### src/hdl/isa_seq.sv
// Multi-cycle arithmetic unit: 32x32 partial-product multiply, power, restoring divide.
`timescale 1ns / 1ps
module isa_seq (
	input  logic        clk,
	input  logic        arst_n,
	input  logic        go,
	input  logic [1:0]  op,      // 0 mul, 1 pow, 2 div
	input  logic [63:0] a,
	input  logic [63:0] b,
	output logic        done,
	output logic [63:0] prod,
	output logic [63:0] quot,
	output logic [63:0] rem
);
	localparam logic [1:0] U_MUL = 2'd0, U_POW = 2'd1, U_DIV = 2'd2;
	localparam logic [2:0] S_IDLE = 3'd0, S_MUL = 3'd1, S_POW = 3'd2, S_DIV = 3'd3,
		S_DONE = 3'd4;

	logic [2:0]  state_q;
	logic [1:0]  op_q;
	logic [63:0] x_q, y_q, acc_q, p_q, q_q, r_q;
	logic [1:0]  pp_q;      // partial product index
	logic        which_q;   // pow: 0 multiply acc, 1 square base
	logic [6:0]  cnt_q;
	logic [63:0] m_a, m_b, mres_q;
	logic [31:0] pa, pb;
	logic [63:0] pp;
	logic [64:0] rtrial;

	// One 32x32 partial product per cycle; low 64 bits of a 64x64 product need three.
	always_comb begin
		case (pp_q)
			2'd0: begin pa = m_a[31:0]; pb = m_b[31:0]; end
			2'd1: begin pa = m_a[63:32]; pb = m_b[31:0]; end
			default: begin pa = m_a[31:0]; pb = m_b[63:32]; end
		endcase
	end
	assign pp = pa * pb;
	assign m_a = (op_q == U_POW && which_q == 1'b0) ? acc_q : x_q;
	assign m_b = (op_q == U_POW && which_q == 1'b0) ? x_q : (op_q == U_POW ? x_q : y_q);
	assign rtrial = {r_q, q_q[63]} - {1'b0, y_q};

	always_ff @(posedge clk or negedge arst_n) begin
		if (!arst_n) begin
			state_q <= S_IDLE;
		end else begin
			case (state_q)
				S_IDLE: begin
					if (go) begin
						op_q <= op; x_q <= a; y_q <= b; p_q <= b;
						acc_q <= 64'd1; pp_q <= 2'd0; mres_q <= '0;
						r_q <= '0; q_q <= a; cnt_q <= '0; which_q <= 1'b0;
						case (op)
							U_MUL: state_q <= S_MUL;
							U_POW: state_q <= S_POW;
							default: state_q <= S_DIV;
						endcase
					end
				end
				S_MUL: begin
					case (pp_q)
						2'd0: mres_q <= pp;
						default: mres_q <= mres_q + {pp[31:0], 32'd0};
					endcase
					if (pp_q == 2'd2) begin
						state_q <= S_DONE;
					end
					pp_q <= pp_q + 2'd1;
				end
				S_POW: begin
					// Each bit: optional multiply into acc, then square base.
					if (pp_q == 2'd3) begin
						pp_q <= 2'd0;
						mres_q <= '0;
						if (which_q == 1'b0) begin
							if (p_q[0]) acc_q <= mres_q;
							which_q <= 1'b1;
						end else begin
							x_q <= mres_q;
							p_q <= p_q >> 1;
							which_q <= 1'b0;
							if ((p_q >> 1) == 64'd0) state_q <= S_DONE;
						end
					end else if (p_q == 64'd0) begin
						state_q <= S_DONE;
					end else if (which_q == 1'b0 && !p_q[0]) begin
						which_q <= 1'b1;
					end else begin
						case (pp_q)
							2'd0: mres_q <= pp;
							default: mres_q <= mres_q + {pp[31:0], 32'd0};
						endcase
						pp_q <= pp_q + 2'd1;
					end
				end
				S_DIV: begin
					if (!rtrial[64]) begin
						r_q <= rtrial[63:0];
						q_q <= {q_q[62:0], 1'b1};
					end else begin
						r_q <= {r_q[62:0], q_q[63]};
						q_q <= {q_q[62:0], 1'b0};
					end
					cnt_q <= cnt_q + 7'd1;
					if (cnt_q == 7'd63) state_q <= S_DONE;
				end
				default: state_q <= S_IDLE;
			endcase
		end
	end

	assign done = (state_q == S_DONE);
	assign prod = (op_q == U_POW) ? acc_q : mres_q;
	assign quot = q_q;
	assign rem = r_q;
endmodule

### config.mk
export PLATFORM = sky130hd
export DESIGN_NAME = isa_seq
export DESIGN_NICKNAME = d
export VERILOG_FILES = /design/src/hdl/isa_seq.sv
export SDC_FILE = /design/constraint.sdc
export NUM_CORES = 2
export LEC_CHECK = 0
export BUFFER_PORTS_ARGS = -buffer_cell sky130_fd_sc_hd__buf_2
export CAP_MARGIN = 20
export CORE_ASPECT_RATIO = 0.75
export CORE_MARGIN = 2
export CORE_UTILIZATION = 25
export CTS_CLUSTER_DIAMETER = 200
export CTS_CLUSTER_SIZE = 24
export DETAILED_ROUTE_END_ITERATION = 10
export RECOVER_POWER = 50
export SYNTH_ARGS = -nofsm -noshare
export SYNTH_HDL_FRONTEND = slang
export SYNTH_SLANG_ARGS = --single-unit
### constraint.sdc
create_clock -name clk -period 11.4 [get_ports clk]
set_input_delay 2.28 -clock clk [delete_from_list [all_inputs] [get_ports clk]]
set_output_delay 2.28 -clock clk [all_outputs]
set_load 0.01 [all_outputs]
==> impl_metrics.yaml <==
route:
  ant_nets: 0
  wl_per_cell_um: 24.23
  drt-total-wl_mm: 237.0
  detail_route.first_pass.iterations: 6
  drtIter0Drc: 5699
  via_count: 48320
  vias_per_cell: 4.940
  detail_route.drc_violations: 0
placed_design:
  buffer_ports.inserted: 325
  preCtsSetupSlack_ns: 0.7794
  placement.cell_area_um2: 64530
  hpwl_mm: 195.1
  gp_routability_congestion: 0.9946
logic_synthesis:
  synth_edf_count: 460
  post-synth-top-area-fraction: 0.3045
  async_s_r_ff_share_synth: 0.006479
  synth-seq-area-share: 0.2353
  syn-instance-count: 6489
  synth.lib_cells_used.distinct: 81
  netlist_area_um2: 59030
  synth_largest_area_cell: "sky130_fd_sc_hd__fa_1"
  synth_area_per_cell_um2: 9.097
  netlist_top_cells_area: "sky130_fd_sc_hd__fa_1 (30%), sky130_fd_sc_hd__edfxtp_1 (23%), sky130_fd_sc_hd__nand2_1 (9.7%), sky130_fd_sc_hd__ha_1 (7.7%), sky130_fd_sc_hd__inv_1 (6.2%)"
  ys.warnings.count: 0
  syn_nets: 7883
  synth_top_flop_cell: "sky130_fd_sc_hd__edfxtp_1"
  postSynthRegisterBits: 463
setup_path:
  category_of_the_worst_setup_path_launch_point: "flop"
  crit_top_cell: "sky130_fd_sc_hd__fa_1"
  timing.critical_path.slowest_cell_delay_ns: 0.64
  worst_ep_arrival_time_ns: 11.22
  category_of_the_most_critical_setup_path: "reg -> reg"
  crit_slowest_cell: "sky130_fd_sc_hd__xnor2_1"
  critical_path_peak_fanout: 33
  worstSetupEndpointType: "flop"
  timing.critical_path.required_ns: 11.76
die:
  pin_count: 326
  dieArea_um2: 240100
  num_rows: 154
  die-height_um: 424.8
  die_w_um: 565.1
  floorplan.core_area_um2: 234900
  initial_util: 0.2513
cts:
  cts_max_level: 1
  cts_num_sinks: 463
  ctsLongestPathBuffers: 3
  clockRootBuffer: "sky130_fd_sc_hd__clkbuf_16"
  tritoncts: "built"
  clk_latency_ns: 0.64
  tritoncts.num_buffers: 23
  postCtsHoldBufs: 0
  post-cts-setup-buffers: 0
  clk_transition_reported_paths_ns: 0.12
  number_of_gates_resized_after_cts: 0
sta:
  timing_max_transition_violations_final: 508
  tightest_slew_ns: 4.620
  relSlewSlack: -2.080
  unrepaired_setup_endpoints_after_global_routing: "no"
  worst_slack_ns: 0.5423
  final.period_utilization: 0.9524
  finalCriticalPeriod_ns: 10.86
  timing.setup.tns_ns: 0
  finClkSkew_ns: 0.03262
  clock.fmax_mhz: 92.10
  hold_viol: 0
  setup_viol: 0
final_layout:
  final_area_um2: 64960
  filler_cell_count: 24920
  final_cell_mix: "sky130_fd_sc_hd__nand2_1 (1,522), sky130_fd_sc_hd__inv_1 (976), sky130_fd_sc_hd__fa_1 (898), sky130_fd_sc_hd__nor2_1 (529), sky130_fd_sc_hd__edfxtp_1 (460)"
  layout_commonest_cell: "sky130_fd_sc_hd__nand2_1"
  area.growth.synth_to_final_pct: 10.04
  drive_above_1_share: 0.06251
  fin_nets: 8039
run:
  timing.max_cap.violations: 10
grt:
  pin_count_of_the_biggest_net_entering_global_routing: 109
  gr-total-overflow: 0
  grt_util_all_layers: 0.1938
  grt_pass1_wl_mm: 338.0
  antenna_found_initial: 24
  first_global_vias: 46870
outcome:
  result_of_the_run: "finished, violations left"
  violations: "max-capacitance violations, max-slew violations"
worst_hold_path:
  holdCritPathClass: "reg -> reg"
-- per-layer routing --
layer	vias to the layer above	track usage	wire length, um
met2	2692	0.2630	93920
met1	24440	0.2820	103800
li1	20870	-	-
met3	312	0.07680	31980
met5	-	0	65
met4	10	0.04774	7244
-- metrics by stage --
stage	hold WS, ns	utilization	cells
2_1_floorplan	0.5101	-	6489
3_3_place_gp	0.5127	0.2747	9737
3_5_place_dp	0.5159	0.2747	9739
4_1_cts	0.5458	0.2775	9774
5_1_grt	0.5718	0.2765	9776
6_report	0.5496	0.2765	9781
-- logic make-up (layout without fill, tap and decap cells) --
family,Yosys count,count (layout),share of synthesized area
AO/OA/AOI/OAI,763,763,0.08436
XOR/XNOR,148,148,0.02196
adder cells (fa/ha/maj),1261,1261,0.3815
buffers and inverters,1332,1498,0.08586
flip-flops,463,463,0.2353
multiplexers,108,108,0.02323
other,0,6,0
AND/OR/NAND/NOR,2414,2414,0.1678
-- sequential cells by signal, summed over array words and instances, names as in the netlist, 3 cells and up --
register	count
acc_q	64
mres_q	64
p_q	64
quot	64
rem	64
x_q	64
y_q	64
cnt_q	7
state_q	3
-- final timing paths --
path / end / startpoint / slack (ns) / depth (start not counted)
worst max-delay path: mres_q[62]$_DFFE_PP_ / pp_q[0]$_DFFE_PP_ / 0.54 / 36
worst min-delay path: quot[39]$_DFFE_PP_ / quot[38]$_DFFE_PP_ / 0.55 / 2
worst max register to register: mres_q[62]$_DFFE_PP_ / pp_q[0]$_DFFE_PP_ / 0.54 / 36
worst min register to register: quot[39]$_DFFE_PP_ / quot[38]$_DFFE_PP_ / 0.55 / 2
max in group asynchronous: state_q[1]$_DFFE_PN0P_ / arst_n / 9.62 / 1
min in group asynchronous: state_q[1]$_DFFE_PN0P_ / arst_n / 1.51 / 1
-- area by class of cell --
| class | count | area, um^2 | area share |
|---|---|---|---|
| antenna | 6 | 15.01 | 0.0002311 |
| clock buffer | 33 | 613.1 | 0.009439 |
| multi-input combinational | 4694 | 40160 | 0.6183 |
| sequential | 463 | 13890 | 0.2138 |
| inverter | 978 | 3671 | 0.05652 |
| clock inverter | 2 | 40.04 | 0.0006164 |
| timing repair buffer | 485 | 2664 | 0.04101 |
| tap | 3120 | 3904 | 0.06010 |
-- cells in the mapped netlist (all sizes together), types with 6 or more instances --
| cell type | count |
|---|---|
| or2 | 7 |
| mux4 | 23 |
| o211ai | 41 |
| o31a | 6 |
| edfxtp | 460 |
| and2 | 41 |
| a41oi | 6 |
| inv | 976 |
| a21oi | 181 |
| nand2 | 1522 |
| o31ai | 13 |
| xnor2 | 92 |
| a211oi | 28 |
| nor3 | 22 |
| nor2b | 38 |
| a31oi | 23 |
| mux2i | 83 |
| nand4 | 38 |
| fa | 898 |
| o21ai | 160 |
| nand3 | 59 |
| o21a | 55 |
| o21bai | 21 |
| nor4 | 24 |
| o22ai | 26 |
| nor2 | 532 |
| and3 | 75 |
| nand2b | 27 |
| clkbuf | 316 |
| nor3b | 8 |
| o2111ai | 6 |
| xor2 | 56 |
| ha | 363 |
| buf | 38 |
| a21o | 148 |
| or3 | 6 |
-- critical path, delay by kind of cell (launching register included) --
kind                     cells  cell delay [ns]
AND/OR/NAND/NOR              4             1.01
AO/OA/AOI/OAI               13             2.68
adder cells (fa/ha/maj)     11             4.50
buffers and inverters        6             1.12
flip-flops                   1             0.43
XOR/XNOR                     2             0.81
Power is left out: the tool's default activity adds up to more than one toggle a clock period on the data nets, which glitch-free logic cannot reach.
